<file path="src/rtl/w8u16_pkg.sv">
package w8u16_pkg;

    localparam int BYTE_W = 8;
    localparam int UNIT_W = 16;
    localparam int ACC_W  = 21;

    localparam logic [BYTE_W-1:0] LEAD2_LO  = 8'hC2;
    localparam logic [BYTE_W-1:0] LEAD2_HI  = 8'hDF;
    localparam logic [BYTE_W-1:0] LEAD3_LO  = 8'hE0;
    localparam logic [BYTE_W-1:0] LEAD3_HI  = 8'hEF;
    localparam logic [BYTE_W-1:0] LEAD4_LO  = 8'hF0;
    localparam logic [BYTE_W-1:0] LEAD4_HI  = 8'hF4;
    localparam logic [BYTE_W-1:0] CONT_LO   = 8'h80;
    localparam logic [BYTE_W-1:0] CONT_HI   = 8'hBF;
    localparam logic [BYTE_W-1:0] E0_LO     = 8'hA0;
    localparam logic [BYTE_W-1:0] F0_LO     = 8'h90;
    localparam logic [BYTE_W-1:0] F4_HI     = 8'h8F;

    localparam logic [UNIT_W-1:0] REPL_UNIT = 16'hFFFD;
    localparam logic [UNIT_W-1:0] HI_SURR   = 16'hD800;
    localparam logic [UNIT_W-1:0] LO_SURR   = 16'hDC00;
    localparam logic [ACC_W-1:0]  CP_BMP_END = 21'h010000;
    localparam logic [ACC_W-1:0]  CP_MAX     = 21'h10FFFF;

    // units produced by one byte, handed to the output buffer
    typedef struct packed {
        logic              load;
        logic [1:0]        count;
        logic [UNIT_W-1:0] unit0;
        logic [UNIT_W-1:0] unit1;
    } t_unit_load;

endpackage

</file>
<file path="src/rtl/w8u16_in_if.sv">
interface w8u16_in_if
    import w8u16_pkg::*;
();
    logic              valid;
    logic              ready;
    logic [BYTE_W-1:0] data_byte;
    logic              end_of_string;

    modport source(output valid, output data_byte, output end_of_string, input ready);
    modport sink(input valid, input data_byte, input end_of_string, output ready);
endinterface

</file>
<file path="src/rtl/w8u16_out_if.sv">
interface w8u16_out_if
    import w8u16_pkg::*;
();
    logic              valid;
    logic              ready;
    logic [UNIT_W-1:0] code_unit;
    logic              last_of_run;

    modport source(output valid, output code_unit, output last_of_run, input ready);
    modport sink(input valid, input code_unit, input last_of_run, output ready);
endinterface

</file>
<file path="src/rtl/w8u16_in_stage.sv">
module w8u16_in_stage
    import w8u16_pkg::*;
(
    input  logic              i_clk,
    input  logic              i_rst_n,
    w8u16_in_if.sink          i_in,
    input  logic              i_take,
    output logic              o_valid,
    output logic [BYTE_W-1:0] o_byte,
    output logic              o_eos
);
    logic              r_valid;
    logic [BYTE_W-1:0] r_byte;
    logic              r_eos;
    logic              accept;

    assign i_in.ready = !r_valid || i_take;
    assign accept     = i_in.valid && i_in.ready;

    always_ff @(posedge i_clk) begin
        if (!i_rst_n) begin
            r_valid <= 1'b0;
        end else if (accept) begin
            r_valid <= 1'b1;
        end else if (i_take) begin
            r_valid <= 1'b0;
        end
    end

    always_ff @(posedge i_clk) begin
        if (accept) begin
            r_byte <= i_in.data_byte;
            r_eos  <= i_in.end_of_string;
        end
    end

    assign o_valid = r_valid;
    assign o_byte  = r_byte;
    assign o_eos   = r_eos;
endmodule

</file>
<file path="src/rtl/w8u16_decode.sv">
module w8u16_decode
    import w8u16_pkg::*;
(
    input  logic              i_clk,
    input  logic              i_rst_n,
    input  logic              i_valid,
    input  logic [BYTE_W-1:0] i_byte,
    input  logic              i_eos,
    input  logic              i_space,
    output logic              o_take,
    output t_unit_load        o_units
);
    logic [1:0]        r_rem, n_rem;
    logic [ACC_W-1:0]  r_acc, n_acc;
    logic [BYTE_W-1:0] r_lo, n_lo;
    logic [BYTE_W-1:0] r_hi, n_hi;

    logic [1:0]        cnt;
    logic [UNIT_W-1:0] u0, u1;
    logic              do_lead;
    logic [ACC_W-1:0]  cp;
    logic [ACC_W-1:0]  v;

    always_comb begin
        n_rem   = r_rem;
        n_acc   = r_acc;
        n_lo    = r_lo;
        n_hi    = r_hi;
        cnt     = 2'd0;
        u0      = REPL_UNIT;
        u1      = REPL_UNIT;
        do_lead = 1'b0;
        cp      = {r_acc[ACC_W-7:0], i_byte[5:0]};
        v       = cp - CP_BMP_END;

        if (r_rem != 2'd0) begin
            if (i_byte >= r_lo && i_byte <= r_hi) begin
                n_acc = cp;
                n_rem = r_rem - 2'd1;
                n_lo  = CONT_LO;
                n_hi  = CONT_HI;
                if (n_rem == 2'd0) begin
                    n_acc = '0;
                    if (cp < CP_BMP_END) begin
                        u0  = cp[UNIT_W-1:0];
                        cnt = 2'd1;
                    end else if (cp > CP_MAX) begin
                        cnt = 2'd1;
                    end else begin
                        u0  = HI_SURR + {6'd0, v[19:10]};
                        u1  = LO_SURR + {6'd0, v[9:0]};
                        cnt = 2'd2;
                    end
                end
            end else begin
                // close the broken sequence, then retry this byte as a lead
                cnt     = 2'd1;
                do_lead = 1'b1;
            end
        end else begin
            do_lead = 1'b1;
        end

        if (do_lead) begin
            n_lo  = CONT_LO;
            n_hi  = CONT_HI;
            n_rem = 2'd0;
            n_acc = '0;
            if (i_byte >= LEAD2_LO && i_byte <= LEAD2_HI) begin
                n_rem = 2'd1;
                n_acc = {16'd0, i_byte[4:0]};
            end else if (i_byte >= LEAD3_LO && i_byte <= LEAD3_HI) begin
                n_rem = 2'd2;
                n_acc = {17'd0, i_byte[3:0]};
                if (i_byte == LEAD3_LO) begin
                    n_lo = E0_LO;
                end
            end else if (i_byte >= LEAD4_LO && i_byte <= LEAD4_HI) begin
                n_rem = 2'd3;
                n_acc = {18'd0, i_byte[2:0]};
                if (i_byte == LEAD4_LO) begin
                    n_lo = F0_LO;
                end else if (i_byte == LEAD4_HI) begin
                    n_hi = F4_HI;
                end
            end else begin
                // ASCII passes through, any other lead becomes a replacement
                if (cnt == 2'd0) begin
                    u0 = i_byte[7] ? REPL_UNIT : {8'd0, i_byte};
                end else begin
                    u1 = i_byte[7] ? REPL_UNIT : {8'd0, i_byte};
                end
                cnt = cnt + 2'd1;
            end
        end

        // flush a sequence still open at end of string
        if (i_eos && n_rem != 2'd0) begin
            if (cnt == 2'd0) begin
                u0 = REPL_UNIT;
            end else begin
                u1 = REPL_UNIT;
            end
            cnt   = cnt + 2'd1;
            n_rem = 2'd0;
            n_acc = '0;
            n_lo  = CONT_LO;
            n_hi  = CONT_HI;
        end
    end

    assign o_take        = i_valid && (i_space || cnt == 2'd0);
    assign o_units.load  = o_take && cnt != 2'd0;
    assign o_units.count = cnt;
    assign o_units.unit0 = u0;
    assign o_units.unit1 = u1;

    always_ff @(posedge i_clk) begin
        if (!i_rst_n) begin
            r_rem <= 2'd0;
            r_acc <= '0;
            r_lo  <= CONT_LO;
            r_hi  <= CONT_HI;
        end else if (o_take) begin
            r_rem <= n_rem;
            r_acc <= n_acc;
            r_lo  <= n_lo;
            r_hi  <= n_hi;
        end
    end
endmodule

</file>
<file path="src/rtl/w8u16_out_buf.sv">
module w8u16_out_buf
    import w8u16_pkg::*;
(
    input  logic       i_clk,
    input  logic       i_rst_n,
    input  t_unit_load i_units,
    output logic       o_space,
    w8u16_out_if.source o_out
);
    logic [1:0]        r_cnt;
    logic [UNIT_W-1:0] r_u0;
    logic [UNIT_W-1:0] r_u1;
    logic              pop;

    assign pop     = (r_cnt != 2'd0) && o_out.ready;
    assign o_space = (r_cnt == 2'd0) || (r_cnt == 2'd1 && pop);

    always_ff @(posedge i_clk) begin
        if (!i_rst_n) begin
            r_cnt <= 2'd0;
        end else if (i_units.load) begin
            r_cnt <= i_units.count;
        end else if (pop) begin
            r_cnt <= r_cnt - 2'd1;
        end
    end

    always_ff @(posedge i_clk) begin
        if (i_units.load) begin
            r_u0 <= i_units.unit0;
            r_u1 <= i_units.unit1;
        end else if (pop) begin
            // advance the second unit to the head
            r_u0 <= r_u1;
        end
    end

    assign o_out.valid       = r_cnt != 2'd0;
    assign o_out.code_unit   = r_u0;
    assign o_out.last_of_run = r_cnt == 2'd1;
endmodule

</file>
<file path="src/rtl/wtf8_to_utf16_decoder_top.sv">
// A byte accepted into the input register is decoded combinationally, and its units are
// loaded into the output buffer register. Throughput: one byte per cycle while the buffer
// has space; the buffer sends one unit per cycle while the sink is ready, so a byte that
// yields a surrogate pair or a replacement plus a unit holds it until both are sent.
// Reset (synchronous, active low) empties the input register and output buffer and
// returns the decoder to no open sequence with default continuation bounds 80-BF.
module wtf8_to_utf16_decoder_top
    import w8u16_pkg::*;
(
    input  logic        i_clk,
    input  logic        i_rst_n,
    w8u16_in_if.sink    i_in,
    w8u16_out_if.source o_out
);
    logic              in_valid;
    logic [BYTE_W-1:0] in_byte;
    logic              in_eos;
    logic              take;
    logic              space;
    t_unit_load        units;

    w8u16_in_stage u_in_stage (
        .i_clk   (i_clk),
        .i_rst_n (i_rst_n),
        .i_in    (i_in),
        .i_take  (take),
        .o_valid (in_valid),
        .o_byte  (in_byte),
        .o_eos   (in_eos)
    );

    w8u16_decode u_decode (
        .i_clk   (i_clk),
        .i_rst_n (i_rst_n),
        .i_valid (in_valid),
        .i_byte  (in_byte),
        .i_eos   (in_eos),
        .i_space (space),
        .o_take  (take),
        .o_units (units)
    );

    w8u16_out_buf u_out_buf (
        .i_clk   (i_clk),
        .i_rst_n (i_rst_n),
        .i_units (units),
        .o_space (space),
        .o_out   (o_out)
    );
endmodule
</file>
<file path="src/flat_wrapper.sv">
// flat-port wrapper written by rule: the top's interface ports become plain ports
module wtf8_to_utf16_decoder_top_flat import w8u16_pkg::*;
  (i_clk, i_rst_n, i_in_valid, i_in_data_byte, i_in_end_of_string, i_in_ready, o_out_valid, o_out_code_unit, o_out_last_of_run, o_out_ready);
  w8u16_in_if i_in_i ();
  w8u16_out_if o_out_i ();
  input  logic i_clk;
  input  logic i_rst_n;
  input wire logic [$bits(i_in_i.valid)-1:0] i_in_valid;
  input wire logic [$bits(i_in_i.data_byte)-1:0] i_in_data_byte;
  input wire logic [$bits(i_in_i.end_of_string)-1:0] i_in_end_of_string;
  output wire logic [$bits(i_in_i.ready)-1:0] i_in_ready;
  output wire logic [$bits(o_out_i.valid)-1:0] o_out_valid;
  output wire logic [$bits(o_out_i.code_unit)-1:0] o_out_code_unit;
  output wire logic [$bits(o_out_i.last_of_run)-1:0] o_out_last_of_run;
  input wire logic [$bits(o_out_i.ready)-1:0] o_out_ready;
  assign i_in_i.valid = i_in_valid;
  assign i_in_i.data_byte = i_in_data_byte;
  assign i_in_i.end_of_string = i_in_end_of_string;
  assign i_in_ready = i_in_i.ready;
  assign o_out_valid = o_out_i.valid;
  assign o_out_code_unit = o_out_i.code_unit;
  assign o_out_last_of_run = o_out_i.last_of_run;
  assign o_out_i.ready = o_out_ready;
  wtf8_to_utf16_decoder_top u_core (.i_clk(i_clk), .i_rst_n(i_rst_n), .i_in(i_in_i), .o_out(o_out_i));
endmodule
</file>
<file path="config.mk">
export PLATFORM = sky130hd
export DESIGN_NAME = wtf8_to_utf16_decoder_top_flat
export DESIGN_NICKNAME = d
export VERILOG_FILES = /design/src/rtl/w8u16_pkg.sv /design/src/rtl/w8u16_in_if.sv /design/src/rtl/w8u16_out_if.sv /design/src/rtl/w8u16_in_stage.sv /design/src/rtl/w8u16_decode.sv /design/src/rtl/w8u16_out_buf.sv /design/src/rtl/wtf8_to_utf16_decoder_top.sv /design/src/flat_wrapper.sv
export SDC_FILE = /design/constraint.sdc
export NUM_CORES = 1
export LEC_CHECK = 0
export ABC_AREA = 0
export ABC_CLOCK_PERIOD_IN_PS = 12300
export BUFFER_PORTS_ARGS = -buffer_cell sky130_fd_sc_hd__buf_4
export CAP_MARGIN = 20
export CORE_MARGIN = 1
export CORE_UTILIZATION = 50
export CTS_BUF_LIST = sky130_fd_sc_hd__clkbuf_8
export CTS_CLUSTER_SIZE = 12
export DETAILED_ROUTE_END_ITERATION = 8
export GPL_ROUTABILITY_DRIVEN = 1
export PLACE_DENSITY_LB_ADDON = 0.2
export SYNTH_ARGS = -nofsm -noshare
export SYNTH_HDL_FRONTEND = slang
export SYNTH_HIERARCHICAL = 1
export SYNTH_SLANG_ARGS = --single-unit
</file>
<file path="constraint.sdc">
create_clock -name i_clk -period 12.3 [get_ports i_clk]
set_input_delay 1.845 -clock i_clk [delete_from_list [all_inputs] [get_ports i_clk]]
set_output_delay 1.845 -clock i_clk [all_outputs]
set_load 0.03 [all_outputs]
</file>
==> results.py, run 1 <==
metrics = {
    "global_route": {
        "grt_max_degree": 36,
        "grt_pass1_wl_um": 12900,
        "grt_pass1_vias": 2630,
        "track_usage": 0.230,
        "grt.overflow.total": 0,
        "antenna_found_initial": 0,
    },
    "routing": {
        "met2WireLength_um": 3560,
        "ant_nets": 0,
        "dr_wl_met3_um": 413,
        "m1WireLength_um": 3440,
        "drc": 0,
        "top_layer_used": "met4",
        "drt_first_pass_iters": 5,
        "dr.first_iter.drc_count": 215,
        "vias": 2644,
        "wl_per_cell_um": 16.6,
        "viasPerCell": 5.75,
        "drt-total-wl_um": 7640,
    },
    "final_layout": {
        "diodes": 0,
        "syn_to_final_growth_pct": 13.1,
        "fillCellCount": 615,
        "postLayoutCoreUtil": 0.586,
        "drive_gt1_frac": 0.228,
        "nNetsFinal": 383,
    },
    "clock_network": {
        "cts_resized": 0,
        "cts_tree": "built",
        "clkTransAtPathRegs_ns": 0.08,
        "htree_levels": 3,
        "clockBufferDepth": 2,
        "cts-root-buf": "clkbuf_8",
        "clock-sinks": 64,
        "clock_latency_ns": 0.35,
        "cts_inserted_buffers": 9,
        "cts_hold_buffers": 0,
        "postCtsSetupBuffers": 0,
    },
    "worst_setup_path": {
        "startpoint_type": "flop",
        "slowest_stage": "o21ai_4",
        "critPathCaptureType": "primary output",
        "slowest_delay_ns": 0.79,
        "worstPathArrival_ns": 4.44,
        "crit_fanout": 22,
        "reg2reg_depth": 11,
        "crit_required_ns": 10.45,
        "regToRegSetupSlack_ns": 6.78,
        "crit_chain": "nor4_2 -> a2111o_1 -> nand4_1 -> or3_4 -> or2_4 -> and2_1 -> ha_1 -> a211oi_1 -> o21ai_4 -> inv_1 -> nand2b_4 -> buf_4",
        "path_class": "reg -> out",
    },
    "logic_synthesis": {
        "ys_seq_area_frac": 0.478,
        "synth.distinct_cells": 65,
        "synth-main-ff-cell": "edfxtp_1",
        "syn_nets": 357,
        "synth_edf_count": 41,
        "synth-seq-cells": 64,
        "postSynthAreaPerCell_um2": 10.6,
        "synthArstFlopShare": 0,
        "yosysWarningCount": 6,
        "synthesis.area_um2": 3540,
        "yosys.area.top_type_share": 0.348,
        "synth_most_common_cell": "nand2_1",
        "synth_common_cells": "50 x nand2_1, 41 x edfxtp_1, 23 x dfxtp_1",
        "yosysTopAreaCell": "edfxtp_1",
        "synth_cells": 333,
        "yosys-top-cells-area": "edfxtp_1 35%, dfxtp_1 13%, nand2_1 5.3%",
    },
    "place": {
        "dpl.hpwl_um": 5300,
        "port-buffer-count": 31,
        "place.gp.congestion": 0.887,
    },
    "sta": {
        "whs_ns": 0.471,
        "fin_tns_setup_ns": 0,
        "drv_slew": 0,
        "tightest_slew_ns": 1.04,
        "fmax_ghz": 0.159,
        "finalHoldViolations": 0,
        "min_period_ns": 6.29,
        "setup_viol": 0,
        "relSlewSlack": 0.306,
        "skew_ns": 0.00448,
        "final.period_utilization": 0.511,
        "rsz0062_at_grt": "false",
    },
    "power": {
        "p_leak_nw": 1.46,
        "ir_worst_vdd_mv": 0.0692,
        "powerDensity_nw_per_um2": 141,
    },
    "worst_hold_path": {
        "hold_depth": 2,
        "hp-class": "reg -> reg",
    },
    "floorplanning": {
        "start_util": 0.518,
        "die_w_um": 86.1,
        "num_rows": 30,
        "ios": 32,
        "fp.dieH_um": 86.1,
        "coreArea_um2": 6830,
        "die-area_um2": 7420,
    },
    "status": {
        "outcome": "finished, final reports clean",
    },
    "run": {
        "cap_viol_max_count": 0,
    },
}
final timing paths:
check                                              from                                              to
setup / recovery  u_core/u_in_stage/o_byte[2]$_DFFE_PP_                                      i_in_ready
hold / removal     u_core/u_decode/r_lo[5]$_SDFFE_PN0P_            u_core/u_decode/r_lo[5]$_SDFFE_PN0P_
setup reg to reg  u_core/u_in_stage/o_byte[2]$_DFFE_PP_  u_core/u_out_buf/o_out.code_unit[12]$_DFFE_PP_
hold reg to reg    u_core/u_decode/r_lo[5]$_SDFFE_PN0P_            u_core/u_decode/r_lo[5]$_SDFFE_PN0P_
kinds of logic (layout without fill, tap and decap cells):
family,count (synthesis),after routing,synth area share
xor+xnor,4,4,0.00990
simple gates,124,124,0.181
fa+ha+maj,11,11,0.0389
compound gates,60,60,0.122
buf+inv,35,66,0.0559
flops,64,64,0.478
mux,35,35,0.114
metrics by stage:
stage / cells / area [um^2] / setup slack [ns] / power (mW)
final: 460 / 4000 / 6.01 / 0.565
after global routing: 460 / 4000 / 5.77 / 0.588
after CTS: 460 / 4000 / 6.05 / 0.570
after detailed placement: 444 / 3780 / 6.45 / 0.365
after global placement: 444 / 3780 / 6.57 / 0.362
after floorplan: 333 / 3540 / 7.22 / 0.339
sequential cells by signal, summed over array words and instances (netlist names):
register and cells:
u_core/u_decode/r_acc 15, u_core/u_decode/r_hi 1, u_core/u_decode/r_lo 2, u_core/u_decode/r_rem 2, u_core/u_in_stage/o_byte 8, u_core/u_in_stage/o_eos 1, u_core/u_in_stage/o_valid 1, u_core/u_out_buf/o_out.code_unit 16
u_core/u_out_buf/r_cnt 2, u_core/u_out_buf/r_u1 16
final cells by class:
| class | count | area (um^2) | area share |
|---|---|---|---|
| Clock inverter | 7 | 103 | 0.0256 |
| Sequential cell | 64 | 1690 | 0.423 |
| Inverter | 18 | 67.6 | 0.0169 |
| Tap cell | 96 | 120 | 0.0300 |
| Clock buffer | 9 | 124 | 0.0309 |
| Timing Repair Buffer | 32 | 240 | 0.0600 |
| Multi-Input combinational cell | 234 | 1660 | 0.414 |
report_power, final:
part	internal, mW	switching, mW
sequential	0.245	0.00812
clock	0.116	0.0894
combinational	0.0419	0.0645
cells in the final DEF (no fill, tap or decap), types with 3 or more instances in the layout:
cell      synthesis  final
or2_2             3      3
and3_1            4      4
nor2b_1           3      3
ha_1             11     11
nand4_1           6      6
edfxtp_1         41     41
nor3_1            3      3
mux2_2            9      9
nand2b_1          4      4
a21oi_1           7      7
buf_4             4     32
clkbuf_8          0      9
nor3b_1           3      3
nor2_1           21     20
dfxtp_1          23     23
mux2_4            8      8
o31ai_1           3      3
and2_1            6      6
inv_1            18     18
o21ai_0          19     19
mux2i_1          18     18
nand2_1          50     50
o22ai_1           8      8
worst max-delay path: cells and delay by family, from the launching register on:
kind / cells / cell delay, ns
fa+ha+maj: 1 / 0.29
simple gates: 6 / 1.87
compound gates: 3 / 1.16
flops: 1 / 0.50
buf+inv: 2 / 0.26
metal layers:
layer,vias up,track usage
met1,1280,0.306
met4,0,0.127
li1,1253,-
met5,-,0
met2,89,0.357
met3,22,0.0385
No activity file was read; power rests on OpenSTA's default activity.
==> run 2, diff against run 1 <==
--- a/config.mk
+++ b/config.mk
@@ -6,7 +6,7 @@
 export NUM_CORES = 1
 export LEC_CHECK = 0
 export ABC_AREA = 0
-export ABC_CLOCK_PERIOD_IN_PS = 12300
+export ABC_CLOCK_PERIOD_IN_PS = 5700
 export BUFFER_PORTS_ARGS = -buffer_cell sky130_fd_sc_hd__buf_4
 export CAP_MARGIN = 20
 export CORE_MARGIN = 1
==> constraint.sdc (replaced) <==
create_clock -name i_clk -period 5.7 [get_ports i_clk]
set_input_delay 0.855 -clock i_clk [delete_from_list [all_inputs] [get_ports i_clk]]
set_output_delay 0.855 -clock i_clk [all_outputs]
set_load 0.03 [all_outputs]
==> run 2 against run 1 <==
Effect of this change:
- die area stayed put
- non-clock buffer count rose by 2
- sequential cell count unchanged
- clock power rose by 130%
- sequential power increased by 120%
- register-to-register slack lost 5.9 ns
- clock skew is 0.0023 ns higher
- via count about the same
- final cell count increased by 0.43%
- setup slack got worse by 5.5 ns
- combinational power up 120%
- critical path depth grew 2
==> results.py, run 2 (same netlist as run 1, synthesis figures left out) <==
metrics = {
    "status": {
        "outcome": "finished, final reports clean",
    },
    "global_route": {
        "grt.overflow.total": 0,
        "grt_pass1_vias": 2495,
        "grt-busiest-layer": "met2",
        "grt_util_met2": 0.375,
        "grt_use_met3": 0.0587,
        "track_usage": 0.223,
        "met1_usage": 0.279,
        "grt_pass1_wl_um": 12300,
        "grt_max_degree": 35,
        "antenna_found_initial": 0,
    },
    "worst_setup_path": {
        "path_buf_inv": 3,
        "crit_fanout": 22,
        "worstPathArrival_ns": 4.36,
        "path_class": "reg -> out",
        "slowest_delay_ns": 0.76,
        "crit_required_ns": 4.85,
        "regToRegSetupSlack_ns": 0.88,
        "startpoint_type": "flop",
        "critPathCaptureType": "primary output",
        "crit_chain": "inv_1 -> ha_1 -> and2_1 -> a2111o_1 -> nand4_1 -> or3_4 -> or2_4 -> and2_1 -> ha_1 -> a211oi_1 -> o21ai_4 -> inv_1 -> nand2b_4 -> buf_4",
        "cp_top_family": "simple AND/OR/NAND/NOR gates",
        "slowest_stage": "o21ai_4",
    },
    "floorplanning": {
        "die_w_um": 86.1,
        "ios": 32,
        "coreArea_um2": 6830,
        "start_util": 0.518,
        "die-area_um2": 7420,
        "fp.dieH_um": 86.1,
        "num_rows": 30,
    },
    "power": {
        "total_power_mw": 1.25,
        "p_leak_nw": 1.48,
        "powerDensity_nw_per_um2": 311,
        "ir_worst_vdd_mv": 0.188,
    },
    "final_layout": {
        "multi_input_area_um2": 1660,
        "syn_to_final_growth_pct": 14.0,
        "drive_gt1_frac": 0.232,
        "fillCellCount": 593,
        "final_cell_mix": "50 x nand2_1, 41 x edfxtp_1, 34 x buf_4",
        "regArea_um2": 1690,
        "final_common_cell": "nand2_1",
        "postLayoutCoreUtil": 0.591,
        "nNetsFinal": 385,
        "diodes": 0,
    },
    "routing": {
        "drt-total-wl_um": 7700,
        "wl_per_cell_um": 16.7,
        "drc": 0,
        "vias": 2643,
        "dr.first_iter.drc_count": 178,
        "drt_first_pass_iters": 5,
        "ant_nets": 0,
        "viasPerCell": 5.72,
    },
    "sta": {
        "fin_tns_setup_ns": 0,
        "tightest_slew_ns": 0.939,
        "fmax_ghz": 0.192,
        "final.period_utilization": 0.915,
        "relSlewSlack": 0.372,
        "finalHoldViolations": 0,
        "drv_slew": 0,
        "skew_ns": 0.00682,
        "rsz0062_at_grt": "false",
        "setup_viol": 0,
        "min_period_ns": 5.21,
    },
    "clock_network": {
        "cts_inserted_buffers": 9,
        "clock_latency_ns": 0.35,
        "postCtsSetupBuffers": 0,
        "clkTransAtPathRegs_ns": 0.07,
        "htree_levels": 3,
        "cts_tree": "built",
        "clockBufferDepth": 2,
        "cts_resized": 0,
        "cts-root-buf": "clkbuf_8",
        "clock-sinks": 64,
        "cts_hold_buffers": 0,
    },
    "run": {
        "cap_viol_max_count": 0,
    },
    "place": {
        "port-buffer-count": 31,
        "place.gp.congestion": 0.922,
        "dpl.hpwl_um": 5460,
    },
    "worst_hold_path": {
        "hp-class": "reg -> reg",
    },
}
-- run 2: changes by cell type in the layout (fill, tap and decap cells not counted) --
cell	before	now
clkinv_2	0	1
inv_6	2	0
buf_4	32	34
bufinv_16	2	3
-- run 2: path summary, 6_finish.rpt --
path,endpoint,startpoint,depth (start not counted)
setup / recovery,i_in_ready,u_core/u_in_stage/o_byte[4]$_DFFE_PP_,14
hold / removal,u_core/u_decode/r_lo[5]$_SDFFE_PN0P_,u_core/u_decode/r_lo[5]$_SDFFE_PN0P_,2
hold reg to reg,u_core/u_decode/r_lo[5]$_SDFFE_PN0P_,u_core/u_decode/r_lo[5]$_SDFFE_PN0P_,2
setup reg to reg,u_core/u_out_buf/o_out.code_unit[12]$_DFFE_PP_,u_core/u_in_stage/o_byte[4]$_DFFE_PP_,14
-- run 2: area by class of cell --
| cell class | instances | share of cell area |
|---|---|---|
| multi-input combinational | 234 | 0.411 |
| inverter | 18 | 0.0167 |
| timing repair buffer | 34 | 0.0633 |
| clock inverter | 7 | 0.0298 |
| clock buffer | 9 | 0.0307 |
| sequential | 64 | 0.419 |
| tap | 96 | 0.0298 |
-- run 2: metal layers --
layer | wire (um) | part of all wire
met1 | 3440 | 0.45
met2 | 3700 | 0.48
met3 | 440 | 0.057
met4 | 123 | 0.016
met5 | 0 | 0
-- run 2: through the flow --
stage | std cells | area (um^2) | worst slack (ns) | hold WS [ns]
finish | 462 | 4040 | 0.487 | 0.467
global route | 462 | 4040 | 0.235 | 0.501
CTS | 462 | 4040 | 0.504 | 0.473
detailed placement | 446 | 3790 | 0.901 | 0.467
global placement | 446 | 3790 | 0.987 | 0.451
floorplan | 333 | 3540 | 0.720 | 0.438
-- run 2: where the power goes --
group          internal (mW)  total (mW)  switching, mW
clock                  0.291       0.475          0.184
sequential             0.530       0.548         0.0179
combinational         0.0918       0.232          0.140
-- run 2: worst reg2reg max path, delay by kind of cell (launching register included) --
| family | cells | cell delay [ns] |
|---|---|---|
| and+or+nand+nor | 6 | 1.53 |
| AOI/OAI and AO/OA | 3 | 1.03 |
| DFF | 1 | 0.51 |
| muxes | 1 | 0.41 |
| adders and majority gates | 2 | 0.58 |
| buffers and inverters | 2 | 0.54 |
==> run 3, diff against run 2 <==
--- a/config.mk
+++ b/config.mk
@@ -16,6 +16,7 @@
 export DETAILED_ROUTE_END_ITERATION = 8
 export GPL_ROUTABILITY_DRIVEN = 1
 export PLACE_DENSITY_LB_ADDON = 0.2
+export RECOVER_POWER = 100
 export SYNTH_ARGS = -nofsm -noshare
 export SYNTH_HDL_FRONTEND = slang
 export SYNTH_HIERARCHICAL = 1
==> run 3 against run 2 <==
Effect of this change:
- sequential power is essentially flat
- via count is 0.57% lower
- non-clock buffer count stayed put
- first-iteration DRC count rose by 16%
- combinational power fell by 9.9%
- clock-buffer cell count did not move
- largest power group unchanged
- setup slack got worse by 0.039 ns
- clock skew about the same
- cell area is 3.1% lower
- worst hold slack barely moved
==> results.py, run 3 (same netlist as run 1, synthesis figures left out) <==
metrics = {
    "status": {
        "outcome": "finished, final reports clean",
    },
    "clock_network": {
        "postCtsSetupBuffers": 0,
        "cts_resized": 0,
        "htree_levels": 3,
        "cts_inserted_buffers": 9,
        "clkTransAtPathRegs_ns": 0.07,
        "cts_hold_buffers": 0,
        "cts-root-buf": "clkbuf_8",
        "clockBufferDepth": 2,
        "cts_tree": "built",
        "clock_latency_ns": 0.35,
        "clock-sinks": 64,
    },
    "final_layout": {
        "syn_to_final_growth_pct": 10.5,
        "final_cell_mix": "50 x nand2_1, 41 x edfxtp_1, 23 x dfxtp_1",
        "drive_gt1_frac": 0.148,
        "nNetsFinal": 385,
        "design_area_um2": 3910,
        "diodes": 0,
        "postLayoutCoreUtil": 0.572,
        "final_common_cell": "nand2_1",
    },
    "run": {
        "cap_viol_max_count": 0,
    },
    "sta": {
        "final.period_utilization": 0.921,
        "relSlewSlack": 0.398,
        "tightest_slew_ns": 0.900,
        "fmax_ghz": 0.190,
        "drv_slew": 0,
        "skew_ns": 0.00692,
        "fin_tns_setup_ns": 0,
        "rsz0062_at_grt": "false",
        "setup_viol": 0,
        "setup_ws_ns": 0.448,
        "finalHoldViolations": 0,
        "min_period_ns": 5.25,
    },
    "routing": {
        "viasPerCell": 5.69,
        "drt-total-wl_um": 7690,
        "drc": 0,
        "vias": 2628,
        "drt_first_pass_iters": 5,
        "wl_per_cell_um": 16.6,
        "dr.first_iter.drc_count": 207,
        "ant_nets": 0,
    },
    "worst_setup_path": {
        "startpoint_type": "flop",
        "crit_required_ns": 4.85,
        "worstPathArrival_ns": 4.40,
        "path_class": "reg -> out",
        "critPathCaptureType": "primary output",
        "crit_fanout": 22,
    },
    "power": {
        "p_leak_nw": 1.36,
        "total_power_mw": 1.23,
        "ir_worst_vdd_mv": 0.186,
        "powerDensity_nw_per_um2": 314,
    },
    "global_route": {
        "antenna_found_initial": 0,
        "grt_max_degree": 35,
        "grt.overflow.total": 0,
        "track_usage": 0.223,
        "grt_pass1_wl_um": 12300,
        "grt_pass1_vias": 2495,
    },
    "place": {
        "postPlaceCellArea_um2": 3790,
        "place.gp.congestion": 0.922,
        "dpl.hpwl_um": 5460,
        "port-buffer-count": 31,
        "pre_cts_ws_ns": 0.901,
    },
    "floorplanning": {
        "die_w_um": 86.1,
        "ios": 32,
        "die-area_um2": 7420,
        "fp.dieH_um": 86.1,
        "num_rows": 30,
        "coreArea_um2": 6830,
        "start_util": 0.518,
    },
    "worst_hold_path": {
        "hp-class": "reg -> reg",
    },
}
[run 3: layer usage]
layer | vias up | global-route usage | part of all wire
met5 | - | 0 | 0
met4 | 0 | 0.0742 | 0.016
met3 | 14 | 0.0587 | 0.048
met2 | 85 | 0.375 | 0.48
met1 | 1261 | 0.279 | 0.45
li1 | 1268 | - | -
[run 3: worst max-delay path: stages (launching register included)]
cell	delay [ns]
edfxtp_1	0.51
inv_1	0.13
ha_1	0.29
and2_0	0.11
a2111o_1	0.20
nand4_1	0.20
or3_1	0.49
or2_4	0.33
and2_0	0.20
ha_1	0.29
a211oi_1	0.48
o21ai_4	0.35
inv_1	0.13
nand2b_4	0.14
clkbuf_2	0.20
[run 3: power by group]
| group | total, mW | leakage (nW) | switching [mW] | internal [mW] |
|---|---|---|---|---|
| sequential | 0.547 | 0.500 | 0.0177 | 0.530 |
| combinational | 0.209 | 0.745 | 0.137 | 0.0717 |
| clock | 0.472 | 0.119 | 0.181 | 0.291 |
[run 3: stage by stage]
step	cells	hold WS, ns
floorplan	333	0.438
global placement	446	0.451
detailed placement	446	0.467
CTS	462	0.473
global route	462	0.501
finish	462	0.467
[run 3: layout make-up]
class                      instances  area [um^2]
multi-input combinational        234         1600
clock inverter                     7          120
fill                             623         2920
sequential                        64         1690
tap                               96          120
timing repair buffer              34          185
inverter                          18         67.6
clock buffer                       9          124
[run 3: worst paths after layout]
kind / from / endpoint / slack [ns] / cells after the start
worst max register to register: u_core/u_in_stage/o_byte[4]$_DFFE_PP_ / u_core/u_out_buf/o_out.code_unit[4]$_DFFE_PP_ / 0.74 / 14
worst min register to register: u_core/u_decode/r_lo[5]$_SDFFE_PN0P_ / u_core/u_decode/r_lo[5]$_SDFFE_PN0P_ / 0.47 / 2
worst min-delay path: u_core/u_decode/r_lo[5]$_SDFFE_PN0P_ / u_core/u_decode/r_lo[5]$_SDFFE_PN0P_ / 0.47 / 2
worst max-delay path: u_core/u_in_stage/o_byte[4]$_DFFE_PP_ / i_in_ready / 0.45 / 14
